==> config.mk <==
export PLATFORM = sky130hd
export DESIGN_NAME = three_mode_lock_arbiter
export DESIGN_NICKNAME = d
export VERILOG_FILES = /design/src/rtl/core/tmla_pkg.sv /design/src/rtl/core/tmla_front.sv /design/src/rtl/core/tmla_cmd_fifo.sv /design/src/rtl/core/tmla_engine.sv /design/src/rtl/core/three_mode_lock_arbiter.sv
export SDC_FILE = /design/constraint.sdc
export NUM_CORES = 1
export LEC_CHECK = 0
export BUFFER_PORTS_ARGS = -buffer_cell sky130_fd_sc_hd__buf_4
export CORE_MARGIN = 3
export CORE_UTILIZATION = 57
export DETAILED_ROUTE_END_ITERATION = 8
export PLACE_DENSITY = 0.81
export SETUP_SLACK_MARGIN = 0.5
export SYNTH_ARGS = -nofsm -noshare
export SYNTH_HDL_FRONTEND = slang
export SYNTH_SLANG_ARGS = --single-unit
==> constraint.sdc <==
create_clock -name clk -period 5.1 [get_ports clk]
set_clock_uncertainty 0.15 [all_clocks]
set_input_delay 0.765 -clock clk [delete_from_list [all_inputs] [get_ports clk]]
set_output_delay 0.765 -clock clk [all_outputs]
set_load 0.05 [all_outputs]
==> src/rtl/core/tmla_pkg.sv <==
`timescale 1ns / 1ps
// ----------------------------------------------------------------------------
// tmla_pkg
// Types and codes shared by the three-mode lock arbiter modules.
// ----------------------------------------------------------------------------
package tmla_pkg;

	// request operation codes
	localparam logic [3:0] OP_LOCK_RD   = 4'd0;
	localparam logic [3:0] OP_LOCK_WR   = 4'd1;
	localparam logic [3:0] OP_LOCK_EX   = 4'd2;
	localparam logic [3:0] OP_TRY_RD    = 4'd3;
	localparam logic [3:0] OP_TRY_WR    = 4'd4;
	localparam logic [3:0] OP_TRY_EX    = 4'd5;
	localparam logic [3:0] OP_UNLOCK_RD = 4'd6;
	localparam logic [3:0] OP_UNLOCK_WR = 4'd7;
	localparam logic [3:0] OP_UNLOCK_EX = 4'd8;
	localparam logic [3:0] OP_DEMOTE_RD = 4'd9;
	localparam logic [3:0] OP_DEMOTE_WR = 4'd10;

	// lock modes
	localparam logic [1:0] MODE_READ  = 2'd0;
	localparam logic [1:0] MODE_WRITE = 2'd1;
	localparam logic [1:0] MODE_EXCL  = 2'd2;

	// result status codes
	localparam logic [3:0] ST_GRANTED  = 4'd0;
	localparam logic [3:0] ST_QUEUED   = 4'd1;
	localparam logic [3:0] ST_REFUSED  = 4'd2;
	localparam logic [3:0] ST_RELEASED = 4'd3;
	localparam logic [3:0] ST_DEMOTED  = 4'd4;
	localparam logic [3:0] ST_WOKEN    = 4'd5;
	localparam logic [3:0] ST_NOT_HELD = 4'd6;
	localparam logic [3:0] ST_Q_FULL   = 4'd7;
	localparam logic [3:0] ST_OVERFLOW = 4'd8;

	// classified command kinds
	localparam logic [1:0] KIND_LOCK   = 2'd0;
	localparam logic [1:0] KIND_TRY    = 2'd1;
	localparam logic [1:0] KIND_UNLOCK = 2'd2;
	localparam logic [1:0] KIND_DEMOTE = 2'd3;

	// width of the reported holder counts
	localparam int CNT_OUT_W = 8;

	typedef struct packed {
		logic [3:0] operation;
		logic [7:0] ticket;
	} req_t;

	typedef struct packed {
		logic [7:0] ticket_res;
		logic [1:0] mode;
		logic [3:0] status;
		logic [7:0] readers_held;
		logic [7:0] writers_held;
		logic       exclusive_held;
		logic       last;
	} res_t;

	typedef struct packed {
		logic [1:0] kind;
		logic [1:0] mode;
		logic [7:0] ticket;
	} cmd_t;

	typedef struct packed {
		logic [1:0] mode;
		logic [7:0] ticket;
	} q_entry_t;

endpackage

==> src/rtl/core/tmla_front.sv <==
`timescale 1ns / 1ps
// ----------------------------------------------------------------------------
// tmla_front
// Request intake: decodes an accepted request into a command and hands it
// to the command queue. Undefined operations are dropped here.
// ----------------------------------------------------------------------------
module tmla_front (
	input  logic                clk,
	input  logic                arst_n,
	input  logic                take,
	input  tmla_pkg::req_t      req,
	input  logic                cmd_full,
	output logic                cmd_push,
	output tmla_pkg::cmd_t      cmd,
	output logic                pending
);

	logic           valid_s1;
	tmla_pkg::cmd_t cmd_s1;
	tmla_pkg::cmd_t dec;
	logic           dec_ok;

	always_comb begin
		dec_ok      = 1'b1;
		dec.ticket  = req.ticket;
		dec.kind    = tmla_pkg::KIND_LOCK;
		dec.mode    = tmla_pkg::MODE_READ;
		case (req.operation)
			tmla_pkg::OP_LOCK_RD: begin
				dec.kind = tmla_pkg::KIND_LOCK;   dec.mode = tmla_pkg::MODE_READ;
			end
			tmla_pkg::OP_LOCK_WR: begin
				dec.kind = tmla_pkg::KIND_LOCK;   dec.mode = tmla_pkg::MODE_WRITE;
			end
			tmla_pkg::OP_LOCK_EX: begin
				dec.kind = tmla_pkg::KIND_LOCK;   dec.mode = tmla_pkg::MODE_EXCL;
			end
			tmla_pkg::OP_TRY_RD: begin
				dec.kind = tmla_pkg::KIND_TRY;    dec.mode = tmla_pkg::MODE_READ;
			end
			tmla_pkg::OP_TRY_WR: begin
				dec.kind = tmla_pkg::KIND_TRY;    dec.mode = tmla_pkg::MODE_WRITE;
			end
			tmla_pkg::OP_TRY_EX: begin
				dec.kind = tmla_pkg::KIND_TRY;    dec.mode = tmla_pkg::MODE_EXCL;
			end
			tmla_pkg::OP_UNLOCK_RD: begin
				dec.kind = tmla_pkg::KIND_UNLOCK; dec.mode = tmla_pkg::MODE_READ;
			end
			tmla_pkg::OP_UNLOCK_WR: begin
				dec.kind = tmla_pkg::KIND_UNLOCK; dec.mode = tmla_pkg::MODE_WRITE;
			end
			tmla_pkg::OP_UNLOCK_EX: begin
				dec.kind = tmla_pkg::KIND_UNLOCK; dec.mode = tmla_pkg::MODE_EXCL;
			end
			tmla_pkg::OP_DEMOTE_RD: begin
				dec.kind = tmla_pkg::KIND_DEMOTE; dec.mode = tmla_pkg::MODE_READ;
			end
			tmla_pkg::OP_DEMOTE_WR: begin
				dec.kind = tmla_pkg::KIND_DEMOTE; dec.mode = tmla_pkg::MODE_WRITE;
			end
			default: dec_ok = 1'b0;
		endcase
	end

	assign cmd_push = valid_s1 & ~cmd_full;
	assign cmd      = cmd_s1;
	assign pending  = valid_s1;

	always_ff @(posedge clk or negedge arst_n) begin
		if (!arst_n) begin
			valid_s1 <= 1'b0;
		end else if (take) begin
			valid_s1 <= dec_ok;
		end else if (cmd_push) begin
			valid_s1 <= 1'b0;
		end
	end

	always_ff @(posedge clk) begin
		if (take) begin
			cmd_s1 <= dec;
		end
	end

endmodule

==> src/rtl/core/tmla_cmd_fifo.sv <==
`timescale 1ns / 1ps
// ----------------------------------------------------------------------------
// tmla_cmd_fifo
// Two-entry command queue between request intake and the lock engine.
// ----------------------------------------------------------------------------
module tmla_cmd_fifo (
	input  logic           clk,
	input  logic           arst_n,
	input  logic           push,
	input  tmla_pkg::cmd_t din,
	input  logic           pop,
	output logic           valid,
	output logic           full,
	output tmla_pkg::cmd_t dout
);

	tmla_pkg::cmd_t slot_q [2];
	logic           wptr_q;
	logic           rptr_q;
	logic [1:0]     cnt_q;

	assign valid = (cnt_q != 2'd0);
	assign full  = (cnt_q == 2'd2);
	assign dout  = slot_q[rptr_q];

	always_ff @(posedge clk or negedge arst_n) begin
		if (!arst_n) begin
			wptr_q <= 1'b0;
			rptr_q <= 1'b0;
			cnt_q  <= 2'd0;
		end else begin
			if (push) begin
				wptr_q <= ~wptr_q;
			end
			if (pop) begin
				rptr_q <= ~rptr_q;
			end
			case ({push, pop})
				2'b10:   cnt_q <= cnt_q + 2'd1;
				2'b01:   cnt_q <= cnt_q - 2'd1;
				default: cnt_q <= cnt_q;
			endcase
		end
	end

	always_ff @(posedge clk) begin
		if (push) begin
			slot_q[wptr_q] <= din;
		end
	end

endmodule

==> src/rtl/core/tmla_engine.sv <==
`timescale 1ns / 1ps
// ----------------------------------------------------------------------------
// tmla_engine
// Lock engine: holder counts, waiter ring and the wake sequencer. A wake
// result is held in hold_q so that the final one can carry the last flag.
// ----------------------------------------------------------------------------
module tmla_engine #(
	parameter int QUEUE_DEPTH = 16,
	parameter int MAX_HOLDERS = 255
) (
	input  logic           clk,
	input  logic           arst_n,
	input  logic           cmd_valid,
	input  tmla_pkg::cmd_t cmd,
	output logic           cmd_pop,
	output tmla_pkg::res_t res,
	output logic           res_valid,
	output logic           busy
);

	localparam int QW = $clog2(QUEUE_DEPTH);
	localparam int OW = $clog2(QUEUE_DEPTH + 1);
	localparam int TW = OW + 1;
	localparam int CW = $clog2(MAX_HOLDERS + 1);
	localparam int EW = CW + tmla_pkg::CNT_OUT_W;

	localparam logic S_IDLE = 1'b0;
	localparam logic S_WAKE = 1'b1;

	logic              state_q,   state_d;
	logic [CW-1:0]     rd_q,      rd_d;
	logic [CW-1:0]     wr_q,      wr_d;
	logic              ex_q,      ex_d;
	logic [QW-1:0]     head_q,    head_d;
	logic [OW-1:0]     occ_q,     occ_d;
	logic              have_q,    have_d;
	logic [1:0]        kind_q,    kind_d;
	tmla_pkg::res_t    hold_q,    hold_d;
	tmla_pkg::res_t    out_q,     out_d;
	logic              outv_q,    outv_d;

	tmla_pkg::q_entry_t mem [QUEUE_DEPTH];
	tmla_pkg::q_entry_t rdata_q;
	tmla_pkg::q_entry_t wdata;
	logic               we;
	logic [QW-1:0]      waddr;
	logic [QW-1:0]      raddr;

	logic [QW-1:0]  head_nx;
	logic [TW-1:0]  tail_sum;
	logic [CW-1:0]  cur_cnt;
	logic [CW-1:0]  oth_cnt;
	logic [CW-1:0]  wk_cnt;
	logic           ok;
	logic           wake_go;
	logic           stop;
	logic [7:0]     r_tk;
	logic [1:0]     r_md;
	logic [3:0]     r_st;
	logic [EW-1:0]  rd_ext;
	logic [EW-1:0]  wr_ext;
	tmla_pkg::res_t res_new;

	assign head_nx  = (head_q == QW'(QUEUE_DEPTH - 1)) ? '0 : head_q + 1'b1;
	assign tail_sum = TW'(head_q) + TW'(occ_q);
	assign waddr    = (tail_sum >= TW'(QUEUE_DEPTH)) ? QW'(tail_sum - TW'(QUEUE_DEPTH))
	                                                 : QW'(tail_sum);
	assign wdata.mode   = cmd.mode;
	assign wdata.ticket = cmd.ticket;

	assign cur_cnt = (cmd.mode == tmla_pkg::MODE_READ) ? rd_q : wr_q;
	assign oth_cnt = (cmd.mode == tmla_pkg::MODE_READ) ? wr_q : rd_q;
	assign wk_cnt  = (rdata_q.mode == tmla_pkg::MODE_READ) ? rd_q : wr_q;

	assign cmd_pop = cmd_valid & (state_q == S_IDLE);

	always_comb begin
		state_d = state_q;
		rd_d    = rd_q;
		wr_d    = wr_q;
		ex_d    = ex_q;
		head_d  = head_q;
		occ_d   = occ_q;
		have_d  = have_q;
		kind_d  = kind_q;
		hold_d  = hold_q;
		out_d   = out_q;
		outv_d  = 1'b0;
		we      = 1'b0;
		raddr   = head_q;
		ok      = 1'b0;
		wake_go = 1'b0;
		stop    = 1'b0;
		r_tk    = cmd.ticket;
		r_md    = cmd.mode;
		r_st    = tmla_pkg::ST_GRANTED;

		case (state_q)
			S_IDLE: begin
				if (cmd_valid) begin
					case (cmd.kind)
						tmla_pkg::KIND_LOCK, tmla_pkg::KIND_TRY: begin
							if (cmd.mode == tmla_pkg::MODE_EXCL) begin
								ok = (rd_q == '0) && (wr_q == '0) && !ex_q;
							end else begin
								ok = (oth_cnt == '0) && !ex_q && (occ_q == '0);
							end
							if (ok) begin
								if (cmd.mode == tmla_pkg::MODE_EXCL) begin
									ex_d = 1'b1;
								end else if (cur_cnt >= CW'(MAX_HOLDERS)) begin
									r_st = tmla_pkg::ST_OVERFLOW;
								end else if (cmd.mode == tmla_pkg::MODE_READ) begin
									rd_d = rd_q + 1'b1;
								end else begin
									wr_d = wr_q + 1'b1;
								end
							end else if (cmd.kind == tmla_pkg::KIND_TRY) begin
								r_st = tmla_pkg::ST_REFUSED;
							end else if (occ_q == OW'(QUEUE_DEPTH)) begin
								r_st = tmla_pkg::ST_Q_FULL;
							end else begin
								we    = 1'b1;
								occ_d = occ_q + 1'b1;
								r_st  = tmla_pkg::ST_QUEUED;
							end
						end
						tmla_pkg::KIND_UNLOCK: begin
							if (cmd.mode == tmla_pkg::MODE_EXCL) begin
								if (!ex_q) begin
									r_st = tmla_pkg::ST_NOT_HELD;
								end else begin
									ex_d    = 1'b0;
									r_st    = tmla_pkg::ST_RELEASED;
									wake_go = 1'b1;
								end
							end else if (cur_cnt == '0) begin
								r_st = tmla_pkg::ST_NOT_HELD;
							end else begin
								r_st    = tmla_pkg::ST_RELEASED;
								wake_go = (cur_cnt == CW'(1));
								if (cmd.mode == tmla_pkg::MODE_READ) begin
									rd_d = rd_q - 1'b1;
								end else begin
									wr_d = wr_q - 1'b1;
								end
							end
						end
						default: begin
							if (!ex_q) begin
								r_st = tmla_pkg::ST_NOT_HELD;
							end else begin
								ex_d = 1'b0;
								r_st = tmla_pkg::ST_DEMOTED;
								if (cmd.mode == tmla_pkg::MODE_READ) begin
									rd_d = rd_q + 1'b1;
								end else begin
									wr_d = wr_q + 1'b1;
								end
							end
						end
					endcase
				end
			end
			S_WAKE: begin
				r_tk = rdata_q.ticket;
				r_md = rdata_q.mode;
				r_st = tmla_pkg::ST_WOKEN;
				stop = (occ_q == '0)
				    || (have_q && ((kind_q == tmla_pkg::MODE_EXCL) || (rdata_q.mode != kind_q)))
				    || ((rdata_q.mode != tmla_pkg::MODE_EXCL) && (wk_cnt >= CW'(MAX_HOLDERS)));
				if (!stop) begin
					if (rdata_q.mode == tmla_pkg::MODE_EXCL) begin
						ex_d = 1'b1;
					end else if (rdata_q.mode == tmla_pkg::MODE_READ) begin
						rd_d = rd_q + 1'b1;
					end else begin
						wr_d = wr_q + 1'b1;
					end
					head_d = head_nx;
					occ_d  = occ_q - 1'b1;
					have_d = 1'b1;
					kind_d = rdata_q.mode;
					// prefetch the next waiter so one grant goes out per cycle
					raddr  = head_nx;
				end
			end
			default: state_d = S_IDLE;
		endcase

		rd_ext = {{tmla_pkg::CNT_OUT_W{1'b0}}, rd_d};
		wr_ext = {{tmla_pkg::CNT_OUT_W{1'b0}}, wr_d};
		res_new.ticket_res     = r_tk;
		res_new.mode           = r_md;
		res_new.status         = r_st;
		res_new.readers_held   = rd_ext[tmla_pkg::CNT_OUT_W-1:0];
		res_new.writers_held   = wr_ext[tmla_pkg::CNT_OUT_W-1:0];
		res_new.exclusive_held = ex_d;
		res_new.last           = 1'b1;

		case (state_q)
			S_IDLE: begin
				if (cmd_valid) begin
					if (wake_go && (occ_q != '0)) begin
						// first waiter is always granted, so the ack is not last
						hold_d      = res_new;
						hold_d.last = 1'b0;
						have_d      = 1'b0;
						state_d     = S_WAKE;
					end else begin
						out_d  = res_new;
						outv_d = 1'b1;
					end
				end
			end
			S_WAKE: begin
				out_d  = hold_q;
				outv_d = 1'b1;
				if (stop) begin
					out_d.last = 1'b1;
					state_d    = S_IDLE;
				end else begin
					out_d.last  = 1'b0;
					hold_d      = res_new;
					hold_d.last = 1'b0;
				end
			end
			default: outv_d = 1'b0;
		endcase
	end

	always_ff @(posedge clk or negedge arst_n) begin
		if (!arst_n) begin
			state_q <= S_IDLE;
			rd_q    <= '0;
			wr_q    <= '0;
			ex_q    <= 1'b0;
			head_q  <= '0;
			occ_q   <= '0;
			have_q  <= 1'b0;
			kind_q  <= tmla_pkg::MODE_READ;
			outv_q  <= 1'b0;
		end else begin
			state_q <= state_d;
			rd_q    <= rd_d;
			wr_q    <= wr_d;
			ex_q    <= ex_d;
			head_q  <= head_d;
			occ_q   <= occ_d;
			have_q  <= have_d;
			kind_q  <= kind_d;
			outv_q  <= outv_d;
		end
	end

	always_ff @(posedge clk) begin
		hold_q <= hold_d;
		out_q  <= out_d;
	end

	always_ff @(posedge clk) begin
		if (we) begin
			mem[waddr] <= wdata;
		end
		rdata_q <= mem[raddr];
	end

	assign res       = out_q;
	assign res_valid = outv_q;
	assign busy      = (state_q != S_IDLE);

endmodule

==> src/rtl/core/three_mode_lock_arbiter.sv <==
`timescale 1ns / 1ps
// ----------------------------------------------------------------------------
// three_mode_lock_arbiter
// Read / write / exclusive lock with a FIFO of blocked waiters.
//
//   channel   ports                  transfer
//   -------   --------------------   ---------------------------------
//   request   start, busy, req       edge with start high, busy low
//   result    res_valid, res         every edge with res_valid high
//
// A request passes from transfer to its acknowledgment through the intake
// register, the command queue, then the lock engine into the result
// register. An unlock that frees the lock is followed by one result per
// woken waiter, the final one carrying the last flag; the waiter ring is
// read one entry per cycle with the next entry fetched ahead. busy stays
// high until the final result of a request is on the result ports.
// Reset clears holder counts, the waiter ring pointers and all control
// state; ring contents are not cleared. Results cannot be held off.
// ----------------------------------------------------------------------------
module three_mode_lock_arbiter #(
	parameter int QUEUE_DEPTH = 16,
	parameter int MAX_HOLDERS = 255
) (
	input  logic           clk,
	input  logic           arst_n,
	input  logic           start,
	output logic           busy,
	input  tmla_pkg::req_t req,
	output logic           res_valid,
	output tmla_pkg::res_t res
);

	logic           take;
	logic           front_pending;
	logic           push;
	tmla_pkg::cmd_t front_cmd;
	logic           fifo_valid;
	logic           fifo_full;
	tmla_pkg::cmd_t fifo_cmd;
	logic           pop;
	logic           engine_busy;

	assign take = start & ~busy;
	assign busy = front_pending | fifo_valid | engine_busy;

	tmla_front u_front (
		.clk      (clk),
		.arst_n   (arst_n),
		.take     (take),
		.req      (req),
		.cmd_full (fifo_full),
		.cmd_push (push),
		.cmd      (front_cmd),
		.pending  (front_pending)
	);

	tmla_cmd_fifo u_fifo (
		.clk    (clk),
		.arst_n (arst_n),
		.push   (push),
		.din    (front_cmd),
		.pop    (pop),
		.valid  (fifo_valid),
		.full   (fifo_full),
		.dout   (fifo_cmd)
	);

	tmla_engine #(
		.QUEUE_DEPTH (QUEUE_DEPTH),
		.MAX_HOLDERS (MAX_HOLDERS)
	) u_engine (
		.clk       (clk),
		.arst_n    (arst_n),
		.cmd_valid (fifo_valid),
		.cmd       (fifo_cmd),
		.cmd_pop   (pop),
		.res       (res),
		.res_valid (res_valid),
		.busy      (engine_busy)
	);

endmodule
==> flow_summary_export.csv, run 1 <==
group,metric,value,unit
status,outcome,"completed",
synth,synth-edff-count,259,
routing,viasPerCell,6.49,
min_path,hold_path.class,"input pin to async pin",
floorplanning,die-height,162,um
global_routing,overflow,0,
synth,synthArstFlopShare,11.8,%
pwr,ir_worst_vdd,0.363,mV
synth,syn-num-nets,1168,
synth,syn_area_per_cell,12.1,um2
synth,ys_seq_area_share,64.2,%
timing,finalCriticalPeriod,4.39,ns
layout,fin_cells,1529,
routing,drc,0,
cts,tritoncts,"yes",
global_routing,grt_max_degree,70,
routing,dr_total_vias,9924,
cts,path_clk_slew,0.06,ns
global_routing,grt_pass1_vias,9629,
synth,synth-seq-cells,305,
timing,fmax,0.228,GHz
floorplanning,initial_core_util,58.4,%
cts,cts.htree.levels,1,
pwr,power_density,635,mW/mm2
floorplanning,rows,56,
routing,drt_pre_antenna_iters,5,
setup_path,critPathRequiredTime,5.21,ns
layout,layout_common_cells,"259 x edfxtp_1, 137 x nand2_1, 130 x a21oi_1",
setup_path,start_kind,"flip-flop",
floorplanning,core,0.0237,mm2
timing,setup_tns,0,ns
floorplanning,fp.dieW,162,um
routing,wire_per_inst,22.8,um
flow_run,drv_cap,0,
timing,hold_violations,0,
global_routing,antenna_found_initial,1,
layout,layout-drive-gt1-share,14.7,%
timing,finalCritPeriodShare,86.1,%
layout,register_area,0.00888,mm2
routing,dr.first_iter.drc_count,1354,
pwr,p_leak,5.52,nW
cts,cts_buffers,29,
global_routing,grt_pass1_wl,54700,um
place,dp.cells,1473,
cts,cts_setup_buffers,0,
timing,slew_headroom,27.2,%
timing,setup_violations,0,
cts,cts_buffer_depth,3,
layout,fill_cells,1702,
cts,cts_root_buffer,"clkbuf_16",
setup_path,cp.arrival,4.50,ns
timing,tightestPinTransition,1.09,ns
synth,syn_inst,1139,
setup_path,cp_max_fo,21,
synth,synth-main-ff-cell,"edfxtp_1",
cts,clkSinkCount,305,
layout,post-route-util,66.1,%
place,dp_hpwl,23100,um
layout,layout_commonest_cell,"edfxtp_1",
cts,clock_latency,0.57,ns
layout,nNetsFinal,1214,
synth,yosysUniqueCellTypes,80,
setup_path,critPathKind,"flip-flop to flip-flop",
place,port_buffers,48,
place,placed_area,0.0147,mm2
timing,final_max_slew_viol_count,0,
synth,yosysWarningCount,0,
synth,synth_area,0.0138,mm2
routing,antenna_left,0,
global_routing,track_usage,26.8,%
setup_path,endpoint_kind,"flip-flop",
floorplanning,dieArea,0.0262,mm2
place,globalplace.congestion,0.948,
layout,final_area,0.0157,mm2
timing,grt_setup_unrepaired,"no",
routing,drt_wl_total,34900,um
floorplanning,ioPinCount,49,
layout,multi_input_area,0.00460,mm2
layout,synthToLayoutAreaGrowth,13.3,%
[path summary, 6_finish.rpt]
| path | startpoint | cells after the start | slack, ns | endpoint |
|---|---|---|---|---|
| setup / recovery | u_fifo.rptr_q | 8 | 0.71 | u_engine.mem[5][2] |
| hold / removal | arst_n | 1 | 0.03 | u_engine.rd_q[6] |
| setup reg to reg | u_fifo.rptr_q | 8 | 0.71 | u_engine.mem[5][2] |
| hold reg to reg | u_front.cmd[2] | 0 | 0.29 | u_fifo.slot_q[0][2] |
| max in group asynchronous | arst_n | 1 | 4.37 | u_engine.busy |
| min in group clk | req[1] | 1 | 0.22 | u_front.cmd[1] |
[repair_timing]
| item | 4_1_cts | 5_1_grt |
|---|---|---|
| gates resized for setup | 1 | 0 |
| setup endpoints to repair | 30 | 0 |
| hold buffers | 0 | 0 |
[logic make-up after synthesis]
kind of cell             Yosys count  synth area share [%]
adder cells (fa/ha/maj)           14                  1.38
buffers and inverters            112                  3.25
AO/OA/AOI/OAI                    311                  14.7
multiplexers                      33                  2.65
flip-flops                       305                  64.2
AND/OR/NAND/NOR                  328                  11.5
XOR/XNOR                          36                  2.28
[final cells by class]
type                    count  area share [%]
diodes                      2          0.0320
multi-input cells         722            29.4
clock buffers              43            5.22
repair buffers             83            4.14
flip-flops and latches    305            56.7
inverters                  44            1.05
clock inverters            11           0.919
well taps                 319            2.55
[critical path, cell delays in order (launching register included)]
cell and delay (ns):
dfrtp_1 0.81, nor3b_1 0.70, nor2_1 0.41, a2bb2o_1 0.40, a21oi_1 0.23, or2_2 0.20
nand3_2 0.46, nor4_2 0.44, buf_4 0.28
[flip-flops by register name (all words and copies together) (netlist names), 2 cells and up]
signal            cells
u_engine.wr_q         8
u_engine.hold_q      31
u_engine.rdata_q     10
u_engine.mem        160
u_engine.rd_q         8
u_engine.kind_q       2
u_engine.occ_q        5
u_fifo.cnt_q          2
u_front.cmd          12
u_engine.head_q       4
u_engine.res         32
u_fifo.slot_q        24
[cells in the mapped netlist, types with 3 or more instances]
master     number  share of area, %
buf_2          11              0.40
xnor2_1        23               1.5
nor4b_1         3              0.19
o21a_1          5              0.27
a31oi_1         8              0.36
or2_2           4              0.18
dfxtp_1        10               1.4
or4_1          12              0.65
o31ai_1         6              0.33
dfrtp_1        36               6.5
a21o_1         14              0.76
a22o_1          5              0.32
nand2b_1        4              0.18
nor2b_1         5              0.23
o32ai_1         3              0.19
xor2_1         13              0.82
o22ai_1         4              0.18
nand2_1       137               3.7
and4_1          4              0.25
a211oi_1       11              0.60
mux2i_1        15               1.1
a221oi_1       40               2.5
nor3_1         13              0.47
inv_1          40               1.1
o211ai_1        7              0.38
and2_1          8              0.36
a2111oi_0       3              0.19
mux2_2         16               1.3
edfxtp_1      259                56
nor4_1         26               1.2
nor3b_1         4              0.22
nand4_1         7              0.32
nand3_1        23              0.83
buf_1           5              0.14
o21ai_0        39               1.4
nor2_1         55               1.5
a41oi_1         6              0.38
a21oi_1       130               4.7
or3_1           6              0.27
clkbuf_1       49               1.3
ha_1           12               1.1
and3_1         10              0.45
[report_power, final]
group | switching, W | total [W] | internal (W)
sequential | 0.000394 | 0.00388 | 0.00348
clock | 0.000897 | 0.00216 | 0.00126
combinational | 0.00272 | 0.00391 | 0.00119
total | 0.00401 | 0.00995 | 0.00594
[through the flow]
stage / setup WS [ns] / total power (W) / hold WS [ns]
after floorplan: 1.15 / 0.00640 / 0.271
after global placement: 0.784 / 0.00764 / 0.274
after detailed placement: 0.524 / 0.00774 / 0.282
after CTS: 0.807 / 0.00991 / 0.0335
after global routing: 0.528 / 0.0104 / 0.0593
final: 0.711 / 0.00995 / 0.0341
[per-layer routing]
metal	routed length (um)	up-vias	track usage (%)
li1	-	4438	-
met1	15000	4814	40.0
met2	15600	584	40.3
met3	3330	88	5.08
met4	915	0	8.26
met5	0	-	0
Power figures use the tool's default switching activity.
==> inputs of run 2 (changes only) <==
--- a/config.mk
+++ b/config.mk
@@ -9,6 +9,7 @@
 export CORE_MARGIN = 3
 export CORE_UTILIZATION = 57
 export DETAILED_ROUTE_END_ITERATION = 8
+export GPL_TIMING_DRIVEN = 0
 export PLACE_DENSITY = 0.81
 export SETUP_SLACK_MARGIN = 0.5
 export SYNTH_ARGS = -nofsm -noshare
==> run 2 against run 1 <==
  * Count of clock-buffer cells in the layout is 5 lower
  * Design area is 2.0% higher
  * Critical path type unchanged
  * Global-route usage is 1.2 points higher
  * Largest cell class unchanged
  * Power is 3.9% higher
  * Via count is 3.7% higher
  * Hold slack better by 0.017 ns
  * Fmax is 0.54% higher
  * Core utilization is 1.4 points higher
  * Clock power is 15% higher
  * Die area stayed put
  * Final cell count is 3.3% higher
  * Highest routed layer is now met5
  * Critical endpoint is now u_engine.mem[3][4]
==> flow_summary_export.csv, run 2 (synthesized netlist as in run 1, its figures left out) <==
group,metric,value,unit
layout,regMostFlops,"u_engine.mem",
timing,fmax,0.229,GHz
timing,finalCritPeriodShare,85.6,%
setup_path,cp_max_fo,10,
routing,dr_total_vias,10300,
global_routing,track_usage,28.0,%
floorplanning,core,0.0237,mm2
setup_path,r2r-start,"u_fifo.slot_q[1][9]",
global_routing,antenna_found_initial,3,
global_routing,overflow,0,
routing,dr.first_iter.drc_count,1331,
status,outcome,"completed",
place,dp.cells,1519,
cts,tritoncts,"yes",
floorplanning,dieArea,0.0262,mm2
timing,finalCriticalPeriod,4.36,ns
timing,tightestPinTransition,1.23,ns
setup_path,reg2reg_depth,9,
timing,setup_violations,0,
routing,drt_pre_antenna_iters,6,
cts,clkSinkCount,305,
routing,wire_per_inst,23.6,um
place,dp_hpwl,25200,um
cts,cts_buffers,31,
layout,fin_cells,1580,
global_routing,grt_max_degree,37,
layout,post-route-util,67.5,%
setup_path,r2r_end,"u_engine.mem[3][4]",
cts,clock_latency,0.55,ns
place,globalplace.congestion,0.985,
floorplanning,initial_core_util,58.4,%
cts,cts_buffer_depth,3,
global_routing,grt_pass1_wl,56900,um
layout,synthToLayoutAreaGrowth,15.6,%
floorplanning,die-height,162,um
timing,final_max_slew_viol_count,0,
pwr,ir_worst_vdd,0.411,mV
cts,cts-hold-fix-buffers,0,
layout,layout_common_cells,"259 x edfxtp_1, 136 x nand2_1, 130 x a21oi_1",
cts,path_clk_slew,0.07,ns
setup_path,start_kind,"flip-flop",
layout,layout-drive-gt1-share,14.5,%
timing,grt_setup_unrepaired,"no",
setup_path,reg2reg_slack,0.74,ns
routing,antenna_left,0,
layout,layout_commonest_cell,"edfxtp_1",
layout,nNetsFinal,1265,
routing,drc,0,
setup_path,cp.arrival,4.48,ns
cts,cts_root_buffer,"clkbuf_16",
min_path,hold_path.class,"input pin to async pin",
flow_run,drv_cap,0,
cts,cts.htree.levels,1,
floorplanning,ioPinCount,49,
layout,largest_register_ff_count,160,
setup_path,critPathRequiredTime,5.21,ns
timing,setup_tns,0,ns
setup_path,endpoint_kind,"flip-flop",
global_routing,grt_pass1_vias,10000,
floorplanning,fp.dieW,162,um
pwr,power_density,647,mW/mm2
place,port_buffers,45,
floorplanning,rows,56,
setup_path,critPathKind,"flip-flop to flip-flop",
routing,viasPerCell,6.51,
pwr,p_leak,5.63,nW
timing,hold_violations,0,
timing,slew_headroom,17.5,%
routing,drt_wl_total,37200,um
## run 2: cell types whose count changed in the layout (fill, tap and decap cells not counted), sizes merged
cell,previous run,this run
clkbuf,43,87
bufinv,3,8
inv,43,46
clkinvlp,0,1
clkinv,9,8
diode,2,1
## run 2: where the power goes
| group | internal (W) | switching, W |
|---|---|---|
| logic | 0.00119 | 0.00293 |
| registers | 0.00349 | 0.000240 |
| clock network | 0.00154 | 0.000946 |
## run 2: how the worst max path moves through the flow
stage | startpoint | end | slack, ns | depth (start not counted)
after detailed placement | u_fifo.rptr_q | u_engine.mem[10][3] | 0.16 | 10
final | u_fifo.slot_q[1][9] | u_engine.mem[3][4] | 0.74 | 9
after floorplan | u_fifo.rptr_q | u_engine.mem[13][0] | 1.15 | 9
after global placement | u_fifo.rptr_q | u_engine.mem[3][3] | -0.48 | 9
after global routing | u_fifo.slot_q[1][9] | u_engine.mem[11][1] | 0.54 | 9
after CTS | u_fifo.rptr_q | u_engine.mem[3][3] | 0.53 | 10
## run 2: cell type report
cell class | count | area [um2]
plain buffers | 68 | 284
diodes | 1 | 2.50
multi-input cells | 722 | 4650
inverters | 44 | 165
repair buffers | 64 | 480
clock inverters | 19 | 312
fillers | 1701 | 7700
well taps | 319 | 399
flip-flops and latches | 305 | 8880
clock buffers | 38 | 812
## run 2: critical path, cell delays in order, from the launching register on
cell and delay, ns:
edfxtp_1 0.50, nor3b_2 0.54, nor2_1 0.37, a2bb2o_1 0.39, a21oi_1 0.26, or2_2 0.20
nand3_1 0.35, clkbuf_1 0.46, nor4_4 0.57, buf_4 0.26
## run 2: through the flow
step,setup WS [ns],hold WS [ns],power [W],area (um2)
5_1_grt,0.542,0.0792,0.0108,16000
3_5_place_dp,0.159,0.281,0.00774,14800
3_3_place_gp,-0.482,0.273,0.00749,14600
2_1_floorplan,1.15,0.271,0.00640,13800
4_1_cts,0.527,0.0520,0.0102,15900
6_report,0.735,0.0508,0.0103,16000
## run 2: metal layers
layer / GRT usage (%) / part of all wire, % / up-vias
met4: 9.11 / 2.8 / 2
met1: 40.4 / 40 / 4967
met2: 42.2 / 45 / 675
met3: 6.94 / 12 / 97
met5: 0 / 0.062 / -
li1: - / - / 4552
## run 2: timing repair
item	CTS	global route
resized for setup	3	4
buffers inserted	0	3
endpoints found under the setup margin	81	38
cloned	0	0
pin swaps	0	1
==> inputs of run 3 (changes only) <==
--- a/config.mk
+++ b/config.mk
@@ -5,7 +5,7 @@
 export SDC_FILE = /design/constraint.sdc
 export NUM_CORES = 1
 export LEC_CHECK = 0
-export BUFFER_PORTS_ARGS = -buffer_cell sky130_fd_sc_hd__buf_4
+export BUFFER_PORTS_ARGS = -buffer_cell sky130_fd_sc_hd__buf_2
 export CORE_MARGIN = 3
 export CORE_UTILIZATION = 57
 export DETAILED_ROUTE_END_ITERATION = 8
==> run 3 against run 2 <==
  * Final cell count decreased by 0.32%
  * Core utilization is 1.4 points lower
  * Routed wire length is 2.3% lower
  * Sequential power is essentially flat
==> flow_summary_export.csv, run 3 (synthesized netlist as in run 1, its figures left out) <==
group,metric,value,unit
floorplanning,rows,56,
flow_run,drv_cap,0,
pwr,sequentialPowerShare,37.7,%
setup_path,reg2reg_slack,0.58,ns
timing,hold_violations,0,
layout,largest_register_ff_count,160,
layout,layout_common_cells,"259 x edfxtp_1, 136 x nand2_1, 130 x a21oi_1",
pwr,power_density,630,mW/mm2
timing,whs,0.181,ns
setup_path,start_kind,"flip-flop",
cts,cts_buffers,30,
status,outcome,"completed",
cts,tritoncts,"yes",
pwr,ir_worst_vdd,0.355,mV
layout,layout_commonest_cell,"edfxtp_1",
routing,drt_wl_total,36400,um
floorplanning,fp.dieW,162,um
setup_path,r2r-start,"u_fifo.rptr_q",
timing,fmax,0.221,GHz
setup_path,critPathRequiredTime,5.23,ns
setup_path,cp_max_fo,10,
place,dp_hpwl,24700,um
global_routing,overflow,0,
cts,cts-hold-fix-buffers,0,
place,placed_area,0.0147,mm2
layout,nNetsFinal,1261,
cts,clock_latency,0.58,ns
floorplanning,core,0.0237,mm2
timing,final_max_slew_viol_count,0,
timing,grt_setup_unrepaired,"yes",
global_routing,grt_max_degree,37,
place,globalplace.congestion,1.05,
setup_path,critPathKind,"flip-flop to flip-flop",
setup_path,critPathBufInv,3,
min_path,hold_path.class,"input pin to async pin",
timing,finalCritPeriodShare,88.6,%
pwr,pwr-share-comb,40.8,%
layout,regMostFlops,"u_engine.mem",
setup_path,slowest_stage,"nor4_2",
cts,path_clk_slew,0.06,ns
global_routing,grt_pass1_vias,9835,
global_routing,antenna_found_initial,0,
timing,setup_violations,0,
routing,dr.first_iter.drc_count,1527,
setup_path,cp_common_cell,"clkbuf_1",
pwr,pwr-share-clk,21.5,%
setup_path,cp_top_family,"simple AND/OR/NAND/NOR gates",
global_routing,grt_pass1_wl,55900,um
cts,cts_resized,3,
routing,drc,0,
cts,cts.htree.levels,1,
global_routing,track_usage,27.4,%
pwr,p_int,0.00580,W
layout,fill_cells,1733,
cts,cts_setup_buffers,0,
timing,finalCriticalPeriod,4.52,ns
pwr,swShare,41.1,%
setup_path,path_depth,10,
setup_path,critical_path.max_stage_delay,0.70,ns
timing,slew_headroom,19.9,%
routing,drt_pre_antenna_iters,6,
setup_path,r2r_end,"u_engine.mem[3][4]",
cts,cts_buffer_depth,3,
layout,synthToLayoutAreaGrowth,13.2,%
setup_path,endpoint_kind,"flip-flop",
timing,tightestPinTransition,1.20,ns
cts,clkSinkCount,305,
routing,wire_per_inst,23.1,um
layout,layout-drive-gt1-share,13.4,%
setup_path,critPathCapture,"u_engine.mem[3][4]",
layout,diodes,0,
setup_path,crit_path_start,"u_fifo.rptr_q",
setup_path,reg2reg_depth,10,
setup_path,cp.arrival,4.65,ns
setup_path,path_cells,"clkbuf_1 -> nor3_2 -> nor2_1 -> a2bb2o_1 -> a21oi_1 -> or2_2 -> nand3_1 -> clkbuf_1 -> nor4_2 -> buf_4",
floorplanning,initial_core_util,58.4,%
pwr,p_switching,0.00405,W
floorplanning,die-height,162,um
pwr,p_leak,5.49,nW
floorplanning,ioPinCount,49,
place,port_buffers,45,
routing,dr_total_vias,10400,
routing,viasPerCell,6.60,
layout,final_area,0.0156,mm2
floorplanning,dieArea,0.0262,mm2
routing,antenna_left,0,
cts,cts_root_buffer,"clkbuf_16",
[run 3: stage by stage]
stage | utilization (%) | total power [W] | cells | setup slack (ns) | setup TNS, ns
after floorplan | - | 0.00640 | 1139 | 1.15 | 0
after global placement | 61.0 | 0.00739 | 1503 | -0.425 | -25.24
after detailed placement | 62.0 | 0.00764 | 1519 | 0.188 | 0
after CTS | 66.0 | 0.00977 | 1575 | 0.587 | 0
after global routing | 66.1 | 0.0103 | 1575 | 0.365 | 0
final | 66.1 | 0.00985 | 1575 | 0.582 | 0
[run 3: worst min-delay path by stage]
| stage | endpoint | depth (start not counted) | slack, ns | startpoint |
|---|---|---|---|---|
| 6_report | u_engine.rd_q[3] | 1 | 0.18 | arst_n |
| 5_1_grt | u_front.cmd[6] | 1 | 0.21 | req[6] |
| 4_1_cts | u_front.cmd[2] | 1 | 0.20 | req[2] |
| 3_5_place_dp | u_fifo.slot_q[0][1] | 0 | 0.28 | u_front.cmd[1] |
| 3_3_place_gp | u_fifo.slot_q[0][1] | 0 | 0.27 | u_front.cmd[1] |
| 2_1_floorplan | u_fifo.slot_q[0][0] | 0 | 0.27 | u_front.cmd[0] |
[run 3: cell type report]
class,instances,area [um2],share of cell area (%)
Sequential cell,305,8880,56.7
Multi-Input combinational cell,722,4630,29.6
Clock buffer,44,813,5.20
Tap cell,319,399,2.55
Timing Repair Buffer,61,345,2.21
Buffer,68,284,1.81
Inverter,44,165,1.06
Clock inverter,12,134,0.856
[run 3: power by group through the flow]
| stage | combinational [W] | clock (W) | sequential [W] |
|---|---|---|---|
| floorplan | 0.00225 | 0 | 0.00415 |
| global placement | 0.00365 | 0 | 0.00374 |
| detailed placement | 0.00388 | 0 | 0.00376 |
| CTS | 0.00392 | 0.00214 | 0.00372 |
| global route | 0.00430 | 0.00224 | 0.00376 |
| finish | 0.00402 | 0.00212 | 0.00372 |
[run 3: layer usage]
| metal | vias to the layer above | track usage, % | share of wire (%) |
|---|---|---|---|
| met5 | - | 0 | 0 |
| met4 | 0 | 7.99 | 2.5 |
| met3 | 91 | 4.92 | 13 |
| met2 | 765 | 41.6 | 45 |
| met1 | 5002 | 41.2 | 40 |
| li1 | 4532 | - | - |
